===== src/rtl/assert_macros.svh =====
// ============================================================================
// assert_macros.svh
// Assertion macros shared by the positional list engine.
// ============================================================================
`ifndef ASSERT_MACROS_SVH
`define ASSERT_MACROS_SVH

`ifndef SYNTHESIS

// Property must hold at every rising edge outside reset
`define PLE_ASSERT(lbl, clk, rst, prop) \
   lbl: assert property (@(posedge clk) disable iff (rst) prop) \
      else $error("%m: assertion failed");

// Expression must never be true outside reset
`define PLE_ASSERT_NEVER(lbl, clk, rst, expr) \
   `PLE_ASSERT(lbl, clk, rst, !(expr))

`else

`define PLE_ASSERT(lbl, clk, rst, prop)
`define PLE_ASSERT_NEVER(lbl, clk, rst, expr)

`endif

`endif


===== src/rtl/ple_pkg.sv =====
// ============================================================================
// ple_pkg
// Types, constants and control structs of the positional list engine.
// ============================================================================
package ple_pkg;

   // Storage geometry
   localparam int DEPTH       = 64;
   localparam int VALUE_WIDTH = 32;

   // Fixed field widths of the channels
   localparam int OP_WIDTH   = 3;
   localparam int POS_WIDTH  = 7;
   localparam int DATA_WIDTH = 32;

   // Derived widths
   localparam int ADDR_WIDTH = (DEPTH > 1) ? $clog2(DEPTH) : 1;
   localparam int CNT_WIDTH  = $clog2(DEPTH + 1);
   localparam int CMP_WIDTH  = ((CNT_WIDTH > POS_WIDTH) ? CNT_WIDTH : POS_WIDTH) + 1;

   // Operation codes
   typedef enum logic [OP_WIDTH-1:0] {
      OP_INSERT = 3'd0,
      OP_APPEND = 3'd1,
      OP_REMOVE = 3'd2,
      OP_READ   = 3'd3,
      OP_FIND   = 3'd4,
      OP_SIZE   = 3'd5
   } op_type;

   // Controller states
   typedef enum logic [3:0] {
      ST_IDLE,
      ST_DECODE,
      ST_INS_RD,
      ST_INS_WR,
      ST_RM_DATA,
      ST_RM_RD,
      ST_RM_WR,
      ST_RD_DATA,
      ST_FIND_RD,
      ST_FIND_CMP,
      ST_DONE
   } state_type;

   // RAM address sources
   typedef enum logic [1:0] {
      ADDR_IDX,
      ADDR_IDX_M1,
      ADDR_POS_M1,
      ADDR_COUNT
   } addr_sel_type;

   // Walk index updates
   typedef enum logic [2:0] {
      IDX_HOLD,
      IDX_LOAD_COUNT,
      IDX_LOAD_POS,
      IDX_CLEAR,
      IDX_INC,
      IDX_DEC
   } idx_op_type;

   // Commands from controller to datapath
   typedef struct packed {
      logic         req_ready;
      logic         load_req;
      logic         rd_en;
      addr_sel_type rd_sel;
      logic         wr_en;
      addr_sel_type wr_sel;
      logic         wr_from_ram;
      idx_op_type   idx_op;
      logic         count_inc;
      logic         count_dec;
      logic         set_ok;
      logic         take_data;
      logic         take_found;
      logic         load_rsp;
   } ple_cmd_type;

   // Status from datapath to controller
   typedef struct packed {
      logic                 req_valid;
      op_type               op;
      logic                 pos_in_list;
      logic                 pos_insertable;
      logic                 full;
      logic                 idx_at_or_above_pos;
      logic                 idx_below_count;
      logic                 match;
      logic                 rsp_free;
      logic [CNT_WIDTH-1:0] count;
   } ple_status_type;

endpackage


===== src/rtl/ple_channels.sv =====
// ============================================================================
// ple_channels
// Valid/ready channel interfaces for requests and responses.
// ============================================================================

// Request channel: operation, position and value
interface ple_req_if import ple_pkg::*; ();
   logic                         valid;
   logic                         ready;
   logic [OP_WIDTH-1:0]          operation;
   logic [POS_WIDTH-1:0]         position;
   logic signed [DATA_WIDTH-1:0] value;

   modport source (output valid, operation, position, value, input ready);
   modport sink   (input valid, operation, position, value, output ready);
endinterface

// Response channel: one result per request
interface ple_rsp_if import ple_pkg::*; ();
   logic                         valid;
   logic                         ready;
   logic                         ok;
   logic signed [DATA_WIDTH-1:0] data;
   logic [POS_WIDTH-1:0]         found_position;
   logic [POS_WIDTH-1:0]         entry_total;
   logic                         is_empty;

   modport source (output valid, ok, data, found_position, entry_total, is_empty,
                   input ready);
   modport sink   (input valid, ok, data, found_position, entry_total, is_empty,
                   output ready);
endinterface


===== src/rtl/positional_list_engine.sv =====
// ============================================================================
// positional_list_engine
// Ordered list of signed values with insert, append, remove, read, find and
// size requests, one response per request.
// ============================================================================
//
// Usage:
//   Requests arrive on req_ch (valid/ready) with operation, position and
//   value; each one gives exactly one response on rsp_ch (valid/ready) with
//   ok, data, found_position, entry_total and is_empty.
//   One request is worked on at a time. Insert moves the entries from the
//   position to the end back by one place, remove moves the entries behind
//   the removed one forward, and find compares entries from the first until
//   a match or the end. Every moved or compared entry takes a registered
//   read of the list store RAM and then its write or compare. The response
//   is loaded into its output register once the work ends and that register
//   is free.
//   Reset clears the entry count and the response valid; the list store is
//   not cleared, as only entries below the count are ever read.
//   A stalled response is held in its output register; the next request is
//   still accepted and worked, and its response waits until the first is
//   taken.
//
`include "assert_macros.svh"

module positional_list_engine import ple_pkg::*; (
   input  logic      clock,
   input  logic      reset,
   ple_req_if.sink   req_ch,
   ple_rsp_if.source rsp_ch
);

   ple_cmd_type    cmd;
   ple_status_type status;

   // Sequencer
   ple_ctrl u_ctrl (
      .clock  (clock),
      .reset  (reset),
      .status (status),
      .cmd    (cmd)
   );

   // Storage and response path
   ple_dpath u_dpath (
      .clock  (clock),
      .reset  (reset),
      .req_ch (req_ch),
      .rsp_ch (rsp_ch),
      .cmd    (cmd),
      .status (status)
   );

   // Checks
   `PLE_ASSERT_NEVER(a_count_bound, clock, reset, status.count > CNT_WIDTH'(DEPTH))
   `PLE_ASSERT(a_count_hold, clock, reset, (!cmd.count_inc && !cmd.count_dec) |=> $stable(status.count))
   `PLE_ASSERT_NEVER(a_no_write_when_idle, clock, reset, cmd.req_ready && cmd.wr_en)
   `PLE_ASSERT(a_one_in_flight, clock, reset, (req_ch.valid && req_ch.ready) |=> !req_ch.ready)

endmodule


===== src/rtl/ple_ram.sv =====
// ============================================================================
// ple_ram
// Generic simple dual-port RAM: one write port, one registered read port.
// ============================================================================
module ple_ram #(
   parameter int WIDTH = 32,
   parameter int DEPTH = 64
) (
   input  logic                             clock,
   input  logic                             wr_en,
   input  logic [$clog2(DEPTH)-1:0]         wr_addr,
   input  logic [WIDTH-1:0]                 wr_data,
   input  logic                             rd_en,
   input  logic [$clog2(DEPTH)-1:0]         rd_addr,
   output logic [WIDTH-1:0]                 rd_data
);

   logic [WIDTH-1:0] mem_ff [DEPTH];
   logic [WIDTH-1:0] rd_data_ff;

   // Write port
   always_ff @(posedge clock) begin
      if (wr_en) begin
         mem_ff[wr_addr] <= wr_data;
      end
   end

   // Registered read port
   always_ff @(posedge clock) begin
      if (rd_en) begin
         rd_data_ff <= mem_ff[rd_addr];
      end
   end

   assign rd_data = rd_data_ff;

endmodule


===== src/rtl/ple_ctrl.sv =====
// ============================================================================
// ple_ctrl
// Sequencer of the positional list engine: decodes a request and walks the
// list store one entry at a time for shifts and searches.
// ============================================================================
module ple_ctrl import ple_pkg::*; (
   input  logic           clock,
   input  logic           reset,
   input  ple_status_type status,
   output ple_cmd_type    cmd
);

   state_type state_ff;
   state_type state_in;

   // State register
   always_ff @(posedge clock) begin
      if (reset) begin
         state_ff <= ST_IDLE;
      end else begin
         state_ff <= state_in;
      end
   end

   // Next state and commands
   always_comb begin
      state_in        = state_ff;
      cmd             = '0;
      cmd.rd_sel      = ADDR_IDX;
      cmd.wr_sel      = ADDR_IDX;
      cmd.idx_op      = IDX_HOLD;

      case (state_ff)
         ST_IDLE: begin
            cmd.req_ready = 1'b1;
            if (status.req_valid) begin
               cmd.load_req = 1'b1;
               state_in     = ST_DECODE;
            end
         end

         ST_DECODE: begin
            state_in = ST_DONE;
            case (status.op)
               OP_INSERT: begin
                  // start from the tail and move entries back
                  if (status.pos_insertable && !status.full) begin
                     cmd.idx_op = IDX_LOAD_COUNT;
                     state_in   = ST_INS_RD;
                  end
               end
               OP_APPEND: begin
                  if (!status.full) begin
                     cmd.wr_en     = 1'b1;
                     cmd.wr_sel    = ADDR_COUNT;
                     cmd.count_inc = 1'b1;
                     cmd.set_ok    = 1'b1;
                  end
               end
               OP_REMOVE: begin
                  if (status.pos_in_list) begin
                     cmd.rd_en  = 1'b1;
                     cmd.rd_sel = ADDR_POS_M1;
                     state_in   = ST_RM_DATA;
                  end
               end
               OP_READ: begin
                  if (status.pos_in_list) begin
                     cmd.rd_en  = 1'b1;
                     cmd.rd_sel = ADDR_POS_M1;
                     state_in   = ST_RD_DATA;
                  end
               end
               OP_FIND: begin
                  cmd.idx_op = IDX_CLEAR;
                  state_in   = ST_FIND_RD;
               end
               OP_SIZE: begin
                  cmd.set_ok = 1'b1;
               end
               default: begin
                  // unused codes: no effect, ok stays low
               end
            endcase
         end

         ST_INS_RD: begin
            if (status.idx_at_or_above_pos) begin
               // fetch the entry in front of the write slot
               cmd.rd_en  = 1'b1;
               cmd.rd_sel = ADDR_IDX_M1;
               state_in   = ST_INS_WR;
            end else begin
               // gap is open: drop the new value in
               cmd.wr_en     = 1'b1;
               cmd.wr_sel    = ADDR_POS_M1;
               cmd.count_inc = 1'b1;
               cmd.set_ok    = 1'b1;
               state_in      = ST_DONE;
            end
         end

         ST_INS_WR: begin
            cmd.wr_en       = 1'b1;
            cmd.wr_sel      = ADDR_IDX;
            cmd.wr_from_ram = 1'b1;
            cmd.idx_op      = IDX_DEC;
            state_in        = ST_INS_RD;
         end

         ST_RM_DATA: begin
            cmd.take_data = 1'b1;
            cmd.idx_op    = IDX_LOAD_POS;
            state_in      = ST_RM_RD;
         end

         ST_RM_RD: begin
            if (status.idx_below_count) begin
               cmd.rd_en  = 1'b1;
               cmd.rd_sel = ADDR_IDX;
               state_in   = ST_RM_WR;
            end else begin
               cmd.count_dec = 1'b1;
               cmd.set_ok    = 1'b1;
               state_in      = ST_DONE;
            end
         end

         ST_RM_WR: begin
            // move the entry one place forward
            cmd.wr_en       = 1'b1;
            cmd.wr_sel      = ADDR_IDX_M1;
            cmd.wr_from_ram = 1'b1;
            cmd.idx_op      = IDX_INC;
            state_in        = ST_RM_RD;
         end

         ST_RD_DATA: begin
            cmd.take_data = 1'b1;
            cmd.set_ok    = 1'b1;
            state_in      = ST_DONE;
         end

         ST_FIND_RD: begin
            if (status.idx_below_count) begin
               cmd.rd_en  = 1'b1;
               cmd.rd_sel = ADDR_IDX;
               state_in   = ST_FIND_CMP;
            end else begin
               state_in = ST_DONE;
            end
         end

         ST_FIND_CMP: begin
            if (status.match) begin
               cmd.take_found = 1'b1;
               cmd.set_ok     = 1'b1;
               state_in       = ST_DONE;
            end else begin
               cmd.idx_op = IDX_INC;
               state_in   = ST_FIND_RD;
            end
         end

         ST_DONE: begin
            // hold until the response register is free
            if (status.rsp_free) begin
               cmd.load_rsp = 1'b1;
               state_in     = ST_IDLE;
            end
         end

         default: begin
            state_in = ST_IDLE;
         end
      endcase
   end

endmodule


===== src/rtl/ple_dpath.sv =====
// ============================================================================
// ple_dpath
// Datapath of the positional list engine: request registers, entry count,
// walk index, list store and response register.
// ============================================================================
module ple_dpath import ple_pkg::*; (
   input  logic           clock,
   input  logic           reset,
   ple_req_if.sink        req_ch,
   ple_rsp_if.source      rsp_ch,
   input  ple_cmd_type    cmd,
   output ple_status_type status
);

   // Request registers
   op_type                  op_ff;
   logic [POS_WIDTH-1:0]    pos_ff;
   logic [VALUE_WIDTH-1:0]  val_ff;

   // List state and walk index
   logic [CNT_WIDTH-1:0]    count_ff;
   logic [CNT_WIDTH-1:0]    idx_ff;
   logic [CNT_WIDTH-1:0]    idx_in;

   // Result under construction
   logic                    res_ok_ff;
   logic [DATA_WIDTH-1:0]   res_data_ff;
   logic [POS_WIDTH-1:0]    res_found_ff;

   // Response register
   logic                    rsp_valid_ff;
   logic                    rsp_ok_ff;
   logic [DATA_WIDTH-1:0]   rsp_data_ff;
   logic [POS_WIDTH-1:0]    rsp_found_ff;
   logic [POS_WIDTH-1:0]    rsp_total_ff;
   logic                    rsp_empty_ff;

   // RAM signals
   logic [ADDR_WIDTH-1:0]   rd_addr;
   logic [ADDR_WIDTH-1:0]   wr_addr;
   logic [VALUE_WIDTH-1:0]  wr_data;
   logic [VALUE_WIDTH-1:0]  rd_data;

   // Wide copies for comparisons
   logic [CMP_WIDTH-1:0]    pos_cmp;
   logic [CMP_WIDTH-1:0]    cnt_cmp;
   logic [CMP_WIDTH-1:0]    idx_cmp;

   assign req_ch.ready = cmd.req_ready;

   // Capture the request
   always_ff @(posedge clock) begin
      if (cmd.load_req) begin
         op_ff  <= op_type'(req_ch.operation);
         pos_ff <= req_ch.position;
         val_ff <= VALUE_WIDTH'(req_ch.value);
      end
   end

   // Entry count
   always_ff @(posedge clock) begin
      if (reset) begin
         count_ff <= '0;
      end else if (cmd.count_inc) begin
         count_ff <= count_ff + 1'b1;
      end else if (cmd.count_dec) begin
         count_ff <= count_ff - 1'b1;
      end
   end

   // Walk index
   always_comb begin
      case (cmd.idx_op)
         IDX_LOAD_COUNT: idx_in = count_ff;
         IDX_LOAD_POS:   idx_in = CNT_WIDTH'(pos_ff);
         IDX_CLEAR:      idx_in = '0;
         IDX_INC:        idx_in = idx_ff + 1'b1;
         IDX_DEC:        idx_in = idx_ff - 1'b1;
         default:        idx_in = idx_ff;
      endcase
   end

   always_ff @(posedge clock) begin
      idx_ff <= idx_in;
   end

   // RAM address and data selection
   function automatic logic [ADDR_WIDTH-1:0] pick_addr(
      input addr_sel_type         sel,
      input logic [CNT_WIDTH-1:0] idx,
      input logic [POS_WIDTH-1:0] pos,
      input logic [CNT_WIDTH-1:0] cnt
   );
      logic [ADDR_WIDTH-1:0] addr;
      case (sel)
         ADDR_IDX:    addr = ADDR_WIDTH'(idx);
         ADDR_IDX_M1: addr = ADDR_WIDTH'(idx - 1'b1);
         ADDR_POS_M1: addr = ADDR_WIDTH'(pos - 1'b1);
         ADDR_COUNT:  addr = ADDR_WIDTH'(cnt);
         default:     addr = ADDR_WIDTH'(idx);
      endcase
      return addr;
   endfunction

   assign rd_addr = pick_addr(cmd.rd_sel, idx_ff, pos_ff, count_ff);
   assign wr_addr = pick_addr(cmd.wr_sel, idx_ff, pos_ff, count_ff);
   assign wr_data = cmd.wr_from_ram ? rd_data : val_ff;

   ple_ram #(
      .WIDTH (VALUE_WIDTH),
      .DEPTH (DEPTH)
   ) u_list_store (
      .clock   (clock),
      .wr_en   (cmd.wr_en),
      .wr_addr (wr_addr),
      .wr_data (wr_data),
      .rd_en   (cmd.rd_en),
      .rd_addr (rd_addr),
      .rd_data (rd_data)
   );

   // Build the result; fields default to zero for each new request
   always_ff @(posedge clock) begin
      if (cmd.load_req) begin
         res_ok_ff    <= 1'b0;
         res_data_ff  <= '0;
         res_found_ff <= '0;
      end else begin
         if (cmd.set_ok) begin
            res_ok_ff <= 1'b1;
         end
         if (cmd.take_data) begin
            res_data_ff <= DATA_WIDTH'($unsigned(rd_data));
         end
         if (cmd.take_found) begin
            res_found_ff <= POS_WIDTH'(idx_ff + 1'b1);
         end
      end
   end

   // Response valid: set on load, drop when taken
   always_ff @(posedge clock) begin
      if (reset) begin
         rsp_valid_ff <= 1'b0;
      end else if (cmd.load_rsp) begin
         rsp_valid_ff <= 1'b1;
      end else if (rsp_ch.ready) begin
         rsp_valid_ff <= 1'b0;
      end
   end

   // Response payload
   always_ff @(posedge clock) begin
      if (cmd.load_rsp) begin
         rsp_ok_ff    <= res_ok_ff;
         rsp_data_ff  <= res_data_ff;
         rsp_found_ff <= res_found_ff;
         rsp_total_ff <= POS_WIDTH'(count_ff);
         rsp_empty_ff <= (count_ff == '0);
      end
   end

   assign rsp_ch.valid          = rsp_valid_ff;
   assign rsp_ch.ok             = rsp_ok_ff;
   assign rsp_ch.data           = rsp_data_ff;
   assign rsp_ch.found_position = rsp_found_ff;
   assign rsp_ch.entry_total    = rsp_total_ff;
   assign rsp_ch.is_empty       = rsp_empty_ff;

   // Status toward the controller
   assign pos_cmp = CMP_WIDTH'(pos_ff);
   assign cnt_cmp = CMP_WIDTH'(count_ff);
   assign idx_cmp = CMP_WIDTH'(idx_ff);

   always_comb begin
      status                     = '0;
      status.req_valid           = req_ch.valid;
      status.op                  = op_ff;
      status.pos_in_list         = (pos_ff != '0) && (pos_cmp <= cnt_cmp);
      status.pos_insertable      = (pos_ff != '0) && (pos_cmp <= cnt_cmp + 1'b1);
      status.full                = (count_ff == CNT_WIDTH'(DEPTH));
      status.idx_at_or_above_pos = (idx_cmp >= pos_cmp);
      status.idx_below_count     = (idx_cmp < cnt_cmp);
      status.match               = (rd_data == val_ff);
      status.rsp_free            = !rsp_valid_ff || rsp_ch.ready;
      status.count               = count_ff;
   end

endmodule

===== src/flat_wrapper.sv =====
// flat-port wrapper written by rule: the top's interface ports become plain ports
module positional_list_engine_flat import ple_pkg::*;
  (clock, reset, req_ch_valid, req_ch_operation, req_ch_position, req_ch_value, req_ch_ready, rsp_ch_valid, rsp_ch_ok, rsp_ch_data, rsp_ch_found_position, rsp_ch_entry_total, rsp_ch_is_empty, rsp_ch_ready);
  ple_req_if req_ch_i ();
  ple_rsp_if rsp_ch_i ();
  input  logic clock;
  input  logic reset;
  input wire logic [$bits(req_ch_i.valid)-1:0] req_ch_valid;
  input wire logic [$bits(req_ch_i.operation)-1:0] req_ch_operation;
  input wire logic [$bits(req_ch_i.position)-1:0] req_ch_position;
  input wire logic [$bits(req_ch_i.value)-1:0] req_ch_value;
  output wire logic [$bits(req_ch_i.ready)-1:0] req_ch_ready;
  output wire logic [$bits(rsp_ch_i.valid)-1:0] rsp_ch_valid;
  output wire logic [$bits(rsp_ch_i.ok)-1:0] rsp_ch_ok;
  output wire logic [$bits(rsp_ch_i.data)-1:0] rsp_ch_data;
  output wire logic [$bits(rsp_ch_i.found_position)-1:0] rsp_ch_found_position;
  output wire logic [$bits(rsp_ch_i.entry_total)-1:0] rsp_ch_entry_total;
  output wire logic [$bits(rsp_ch_i.is_empty)-1:0] rsp_ch_is_empty;
  input wire logic [$bits(rsp_ch_i.ready)-1:0] rsp_ch_ready;
  assign req_ch_i.valid = req_ch_valid;
  assign req_ch_i.operation = req_ch_operation;
  assign req_ch_i.position = req_ch_position;
  assign req_ch_i.value = req_ch_value;
  assign req_ch_ready = req_ch_i.ready;
  assign rsp_ch_valid = rsp_ch_i.valid;
  assign rsp_ch_ok = rsp_ch_i.ok;
  assign rsp_ch_data = rsp_ch_i.data;
  assign rsp_ch_found_position = rsp_ch_i.found_position;
  assign rsp_ch_entry_total = rsp_ch_i.entry_total;
  assign rsp_ch_is_empty = rsp_ch_i.is_empty;
  assign rsp_ch_i.ready = rsp_ch_ready;
  positional_list_engine u_core (.clock(clock), .reset(reset), .req_ch(req_ch_i), .rsp_ch(rsp_ch_i));
endmodule

===== config.mk =====
export PLATFORM = sky130hd
export DESIGN_NAME = positional_list_engine_flat
export DESIGN_NICKNAME = d
export VERILOG_FILES = /design/src/rtl/ple_pkg.sv /design/src/rtl/ple_channels.sv /design/src/rtl/positional_list_engine.sv /design/src/rtl/ple_ram.sv /design/src/rtl/ple_ctrl.sv /design/src/rtl/ple_dpath.sv /design/src/flat_wrapper.sv
export VERILOG_INCLUDE_DIRS = /design/src /design/src/rtl
export SDC_FILE = /design/constraint.sdc
export NUM_CORES = 2
export LEC_CHECK = 0
export ABC_AREA = 0
export BUFFER_PORTS_ARGS = -buffer_cell sky130_fd_sc_hd__buf_4
export CAP_MARGIN = 20
export CORE_MARGIN = 5
export CORE_UTILIZATION = 35
export DETAILED_ROUTE_END_ITERATION = 8
export SYNTH_ARGS = -nofsm -noshare
export SYNTH_HDL_FRONTEND = slang
export SYNTH_SLANG_ARGS = --single-unit

===== constraint.sdc =====
create_clock -name clock -period 6.56 [get_ports clock]
set_input_delay 1.312 -clock clock [delete_from_list [all_inputs] [get_ports clock]]
set_output_delay 1.312 -clock clock [all_outputs]
set_load 0.05 [all_outputs]

; Word level (Yosys, flattened, before mapping)
; Memories as Yosys holds them, arrays and structs flattened. A register that Yosys moved wholly into a read port is not among the register bits.
; Cells that the tools add are included.
; Widths: inputs -> output; s select.
[totals]
regBits = 149
ram_bits = 2048
inputBits = 46
out_inout_bits = 50
mem_count = 1
[memory_table]
columns = name, depth, word_bits, read_ports, rd_clocked_by_memory_dff, wr, line
row1 = u_core.u_dpath.u_list_store.mem_ff, 64, 32, 1, 1, 1, ple_ram.sv:18  ; logic [WIDTH-1:0] mem_ff [DEPTH];
[op_classes]
add_sub_neg = 6
magnitude_cmp = 4
eq_ne = 30
n_mux = 50
reduce_logical = 21
[op_table]
columns = operator, count
row1 = $pmux 6 s4, 2
row2 = $pmux 4 s10, 1
row3 = $pmux 7 s5, 1
row4 = $eq 32x32->1, 1
row5 = $mux 32, 1
row6 = $mux 4, 7
row7 = $mux 3, 8
row8 = $eq 4x3->1 const B, 4
row9 = $mux 1, 16
row10 = $pmux 4 s4, 1
row11 = $pmux 3 s5, 1
row12 = $add 7x1->7 const B, 2
row13 = $mux 7, 2
row14 = $sub 7x1->7 const B, 2
row15 = $eq 3x2->1 const B, 4
row16 = $eq 3x3->1 const B, 4
row17 = $eq 4x4->1 const B, 3
row18 = $pmux 3 s4, 1
row19 = $reduce_or 2->1, 5
row20 = $pmux 3 s3, 1
row21 = $add 7x1->8 const B, 1
row22 = $eq 2x2->1 const B, 4
row23 = $eq 4x2->1 const B, 2
row24 = $le 7x8->1, 1
row25 = other kinds (25), 36

; Depth between registers and ports, before layout
[depth]
ltp_word = 9
depth_mapped = 20
mapped_depth_nobuf = 18

; By module
; Synthesis repeated with hierarchy kept, for this count alone.
[unflattened]
hier_cells = 4004
area_unflattened_um2 = 86568.0
[by_module_without_submodules]
columns = module, instances, cells_per_inst, area_each_um2, seq_area_each_um2
row1 = ple_ram, 1, 3324, 78835.6, 62459.9
row2 = ple_dpath, 1, 581, 7118.1, 3873.7
row3 = ple_ctrl, 1, 99, 614.3, 80.1

; Least setup slack after synthesis
; OpenSTA, ideal clock, no wires.
[synth_path]
path_type = reg-to-reg
start = register u_core.u_dpath.idx_ff[0]
end = memory u_core.u_dpath.u_list_store.mem_ff[20][0], enable pin
arrival_ps = 4434
slack_ps = 1705
stages_incl_launch_ff = 14
period_less_slack_ps = 4855
cell_sequence = edfxtp_1 -> buf_2 -> inv_1 -> ha_1 -> nand2b_1 -> a31oi_1 -> o21a_1 -> clkbuf_1 -> nand2_1 -> nand2_1 -> mux2_2 -> or3_1 -> nand2b_1 -> nor2_1
[synth_via]
elab_chain_len = 5
elab_cells_between_ends = 11
cone_classes = add/sub (1) / order compare (1) / eq/ne (3) / mux (5) / reduce/logical (1)
[synth_rtl]
columns = element, line
row1 = "start, declared", ple_dpath.sv:22  ; logic [CNT_WIDTH-1:0] idx_ff;
row2 = "start signal, assigned", ple_dpath.sv:84  ; idx_ff <= idx_in;
row3 = $ge 7x7->1, ple_dpath.sv:182  ; status.idx_at_or_above_pos = (idx_cmp >= pos_cmp);
row4 = $mux 3, ple_ctrl.sv:88  ; if (status.idx_at_or_above_pos) begin
row5 = $pmux 3 s4, ple_ctrl.sv:33  ; case (state_ff)
row6 = "$eq 2x2->1, or another cell as far along", ple_dpath.sv:95  ; case (sel)
row7 = $pmux 6 s4 / $mux 1 (equally long branches), "ple_dpath.sv:95, ple_ram.sv:24"
row8 = "end, declared", ple_ram.sv:18
; Several ways; a longest one is shown, not always the timed one.

; Final worst setup path
[layout_path]
start = register u_core.u_dpath.pos_ff[0]
end = register u_core.u_dpath.u_list_store.rd_data_ff[27] (netlist: u_core.u_dpath.u_list_store.rd_data[27]) (read register of u_core.u_dpath.u_list_store.mem_ff), data pin
[layout_via]
elab_chain_len = 7
elab_cells_between_ends = 14
cone_classes = add/sub (1) / order compare (2) / eq/ne (3) / mux (5) / reduce/logical (3)
[layout_rtl]
columns = element, line
row1 = "start, declared", ple_dpath.sv:17  ; logic [POS_WIDTH-1:0] pos_ff;
row2 = "start signal, assigned", ple_dpath.sv:55  ; pos_ff <= req_ch.position;
row3 = $le 7x7->1 / $reduce_bool 7->1 (equally long branches), ple_dpath.sv:179  ; status.pos_in_list = (pos_ff != '0) && (pos_cmp <= cnt_cmp);
row4 = $logic_and 1x1->1, ple_dpath.sv:179
row5 = $mux 3, "ple_ctrl.sv:61, ple_ctrl.sv:68"
row6 = $mux 3, --
row7 = $pmux 3 s3, ple_ctrl.sv:33
row8 = "$eq 2x2->1, or another cell as far along", ple_dpath.sv:95
row9 = $pmux 6 s4, ple_dpath.sv:95
row10 = "end, declared", ple_ram.sv:19  ; logic [WIDTH-1:0] rd_data_ff;
; Several ways; a longest one is shown, not always the timed one.
; A chain may end at the register's enable or synchronous reset.

==> impl_metrics.tcl <==
set metrics [dict create \
    reg2reg_from "u_core.u_dpath.pos_ff[0]$_DFFE_PP_" \
    path_max_fanout 46 \
    setup_viol 0 \
    rr_worst_depth 12 \
    maxCapViolations 0 \
    place.gp.congestion 0.934 \
    drt-met1-wl_um 110000 \
    cts_buffer_depth 3 \
    yosysMostFrequentCell "edfxtp_1" \
    tns_ps 0 \
    slew_violations 0 \
    synth_largest_area_cell "edfxtp_1" \
    fin_util_pct 40.5 \
    grt_max_degree 145 \
    p_leak_nw 34.3 \
    yosysUniqueCellTypes 73 \
    syn_avg_cell_area_um2 13.9 \
    top_signal_layer_used "met5" \
    grt_remaining_overflow 0 \
    die_h_um 513 \
    cts_tree "done" \
    cp.required_ps 7170 \
    cts_root_buffer "clkbuf_16" \
    synthFlopType "edfxtp_1" \
    pin_count 96 \
    synthArstFlopShare_pct 0 \
    holdCritStartpoint "u_core.u_dpath.res_found_ff[4]$_SDFFE_PP0P_" \
    fin_crit_ps 6330 \
    synth_cells 6386 \
    cp_data_arrival_time_ps 6940 \
    core_um2 252000 \
    syn_area_um2 88700 \
    initial_core_util_pct 35.2 \
    first_pass_iters 8 \
    first_iter_violations 7609 \
    cts_num_sinks 2229 \
    grt_pass1_vias 52210 \
    max_freq_ghz 0.158 \
    vdd_drop_max_uv 514 \
    htree_levels 4 \
    routed_wirelength_um 268000 \
    yosysWarnings 0 \
    critPathLaunchType "flop" \
    synth_edf_count 2177 \
    grt_pass1_wl_um 381000 \
    hold_path_class "reg2reg" \
    fin_skew_ps 68.3 \
    hold_viol 0 \
    rsz0062_at_grt "no" \
    status "completed" \
    die_w_um 513 \
    rr_endpoint "u_core.u_dpath.u_list_store.rd_data[27]$_DFFE_PP_" \
    wl_per_cell_um 26.5 \
    vias_per_cell 5.52 \
    design.die.area_um2 264000 \
    startpoint "u_core.u_dpath.pos_ff[0]$_DFFE_PP_" \
    syn_nets 6470 \
    drt_drc_violations_left 0 \
    crit_type "reg2reg" \
    vias 55826 \
    insertion_delay_ps 890 \
    synth_top_area_share_pct 73.7 \
    grt_use_total_pct 19.7 \
    drive_gt1_share_pct 12.6 \
    antenna_found_initial 26 \
    crit_path_end "u_core.u_dpath.u_list_store.rd_data[27]$_DFFE_PP_" \
    port_buffers 95 \
    critPathCaptureType "flop" \
    antenna_left 0 \
    synth_area_leaders "edfxtp_1 (74%), nand2_1 (6.8%), nand3_1 (5.5%)" \
    tightest_slew_ps 1240 \
    met2_length_um 120000 \
    netlist_top_cells_count "edfxtp_1 (2177), nand2_1 (1600), nand3_1 (975)" \
    syn_to_final_growth_pct 15.1 \
    synth_seq_cells 2229 \
    placementRows 184 \
    dpl.hpwl_um 154000 \
    clk_pin_slew_ps 70 \
    wl_met3_um 28300 \
    fin_nets 6648 \
    period_share_pct 96.5 \
    r2r_slack_ps 230 \
    cts_buffers 216 \
    ys_seq_area_share_pct 74.9 \
    relSlewSlack_pct 16.4 \
    power.density_nw_per_um2 489 \
]
## flip-flops by register name, summed over array words and instances (netlist names)
register / cells
u_core.u_ctrl.state_ff: 4
u_core.u_dpath.count_ff: 7
u_core.u_dpath.idx_ff: 7
u_core.u_dpath.op_ff: 3
u_core.u_dpath.pos_ff: 7
u_core.u_dpath.res_data_ff: 32
u_core.u_dpath.res_found_ff: 7
u_core.u_dpath.res_ok_ff: 1
u_core.u_dpath.rsp_ch.data: 32
u_core.u_dpath.rsp_ch.entry_total: 7
u_core.u_dpath.rsp_ch.found_position: 7
u_core.u_dpath.rsp_ch.is_empty: 1
u_core.u_dpath.rsp_ch.ok: 1
u_core.u_dpath.rsp_ch.valid: 1
u_core.u_dpath.u_list_store.mem_ff: 2048
u_core.u_dpath.u_list_store.rd_data: 32
u_core.u_dpath.val_ff: 32
## worst max-delay path, stage by stage (launching register included)
cell and delay [ps]:
edfxtp_1 570, inv_1 170, ha_1 340, and4b_1 320
a22oi_1 150, or4_4 480, nor3_1 530, a31o_4 770
buf_4 610, mux2i_1 140, o21ai_0 570, nand4_1 700
or4_1 690
## repair_timing
item                                   4_1_cts  5_1_grt
setup endpoints to repair                    0        1
endpoints found under the hold margin        0        0
setup buffers                                0        0
hold buffers                                 0        0
resized for setup                            0        1
## cells by family (layout without fill, tap and decap cells)
| kind of cell | after synthesis | after routing | synth area share (%) |
|---|---|---|---|
| AND/OR/NAND/NOR | 2985 | 2985 | 14.9 |
| flip-flops | 2229 | 2229 | 74.9 |
| buffers and inverters | 412 | 781 | 2.02 |
| AO/OA/AOI/OAI | 374 | 374 | 2.88 |
| multiplexers | 290 | 290 | 4.19 |
| XOR/XNOR | 58 | 58 | 0.573 |
| adder cells (fa/ha/maj) | 38 | 38 | 0.545 |
| other | 0 | 13 | 0 |
## final cells by class
cell class	count	area (um2)
antenna	13	32.5
timing repair buffer	339	2920
clock buffer	270	5750
sequential	2229	66400
clock inverter	139	1550
fill	22976	150000
tap	3348	4190
inverter	33	124
multi-input combinational	3745	21100
## per-layer routing
metal / GRT usage, % / vias up
li1: - / 24117
met4: 6.71 / 10
met2: 30.0 / 2993
met5: 0.360 / -
met1: 27.8 / 28293
met3: 4.55 / 413
## power breakdown
part,switching [mW],internal [mW],total [mW]
combinational,13.8,5.21,19.0
sequential,0.546,17.6,18.2
clock,5.47,7.24,12.7
## per-stage QoR
stage	instance area [um2]	total power, mW	worst slack (ps)	instances	hold WS, ps
2_1_floorplan	88700	29.5	1710	6386	400
3_3_place_gp	94700	37.0	312	9691	414
3_5_place_dp	94700	37.2	288	9694	415
4_1_cts	102000	49.8	312	10103	418
5_1_grt	102000	51.9	67.9	10108	437
6_report	102000	49.9	230	10116	414
## how the worst min path moves through the flow
| stage | end | slack (ps) | cells after the start |
|---|---|---|---|
| 2_1_floorplan | u_core.u_dpath.rsp_ch.found_position[2]$_DFFE_PP_ | 400 | 0 |
| 3_3_place_gp | u_core.u_dpath.rsp_ch.found_position[6]$_DFFE_PP_ | 410 | 0 |
| 3_5_place_dp | u_core.u_dpath.rsp_ch.data[10]$_DFFE_PP_ | 420 | 0 |
| 4_1_cts | u_core.u_dpath.rsp_ch.found_position[4]$_DFFE_PP_ | 420 | 0 |
| 5_1_grt | u_core.u_dpath.rsp_ch.found_position[4]$_DFFE_PP_ | 440 | 0 |
| 6_report | u_core.u_dpath.rsp_ch.found_position[4]$_DFFE_PP_ | 410 | 0 |
## cell usage in the layout, fill, tap and decap left out, types with 30 or more instances in the layout
master and n:
mux4_2 61, o21ai_0 39, xor2_1 39, or4_1 31
nor2_1 49, nor2b_1 34, dfxtp_1 52, nand3_1 975
clkinv_1 54, a31oi_1 42, clkinv_2 33, nand2_1 1600
nor2_4 67, nand4_1 105, mux2i_1 191, clkbuf_16 219
a221oi_1 36, inv_1 33, buf_4 309, ha_1 37
a21oi_1 114, clkbuf_1 43, a32o_1 30, mux2_2 38
edfxtp_1 2177, nor3_1 38
Power figures use the tool's default switching activity.
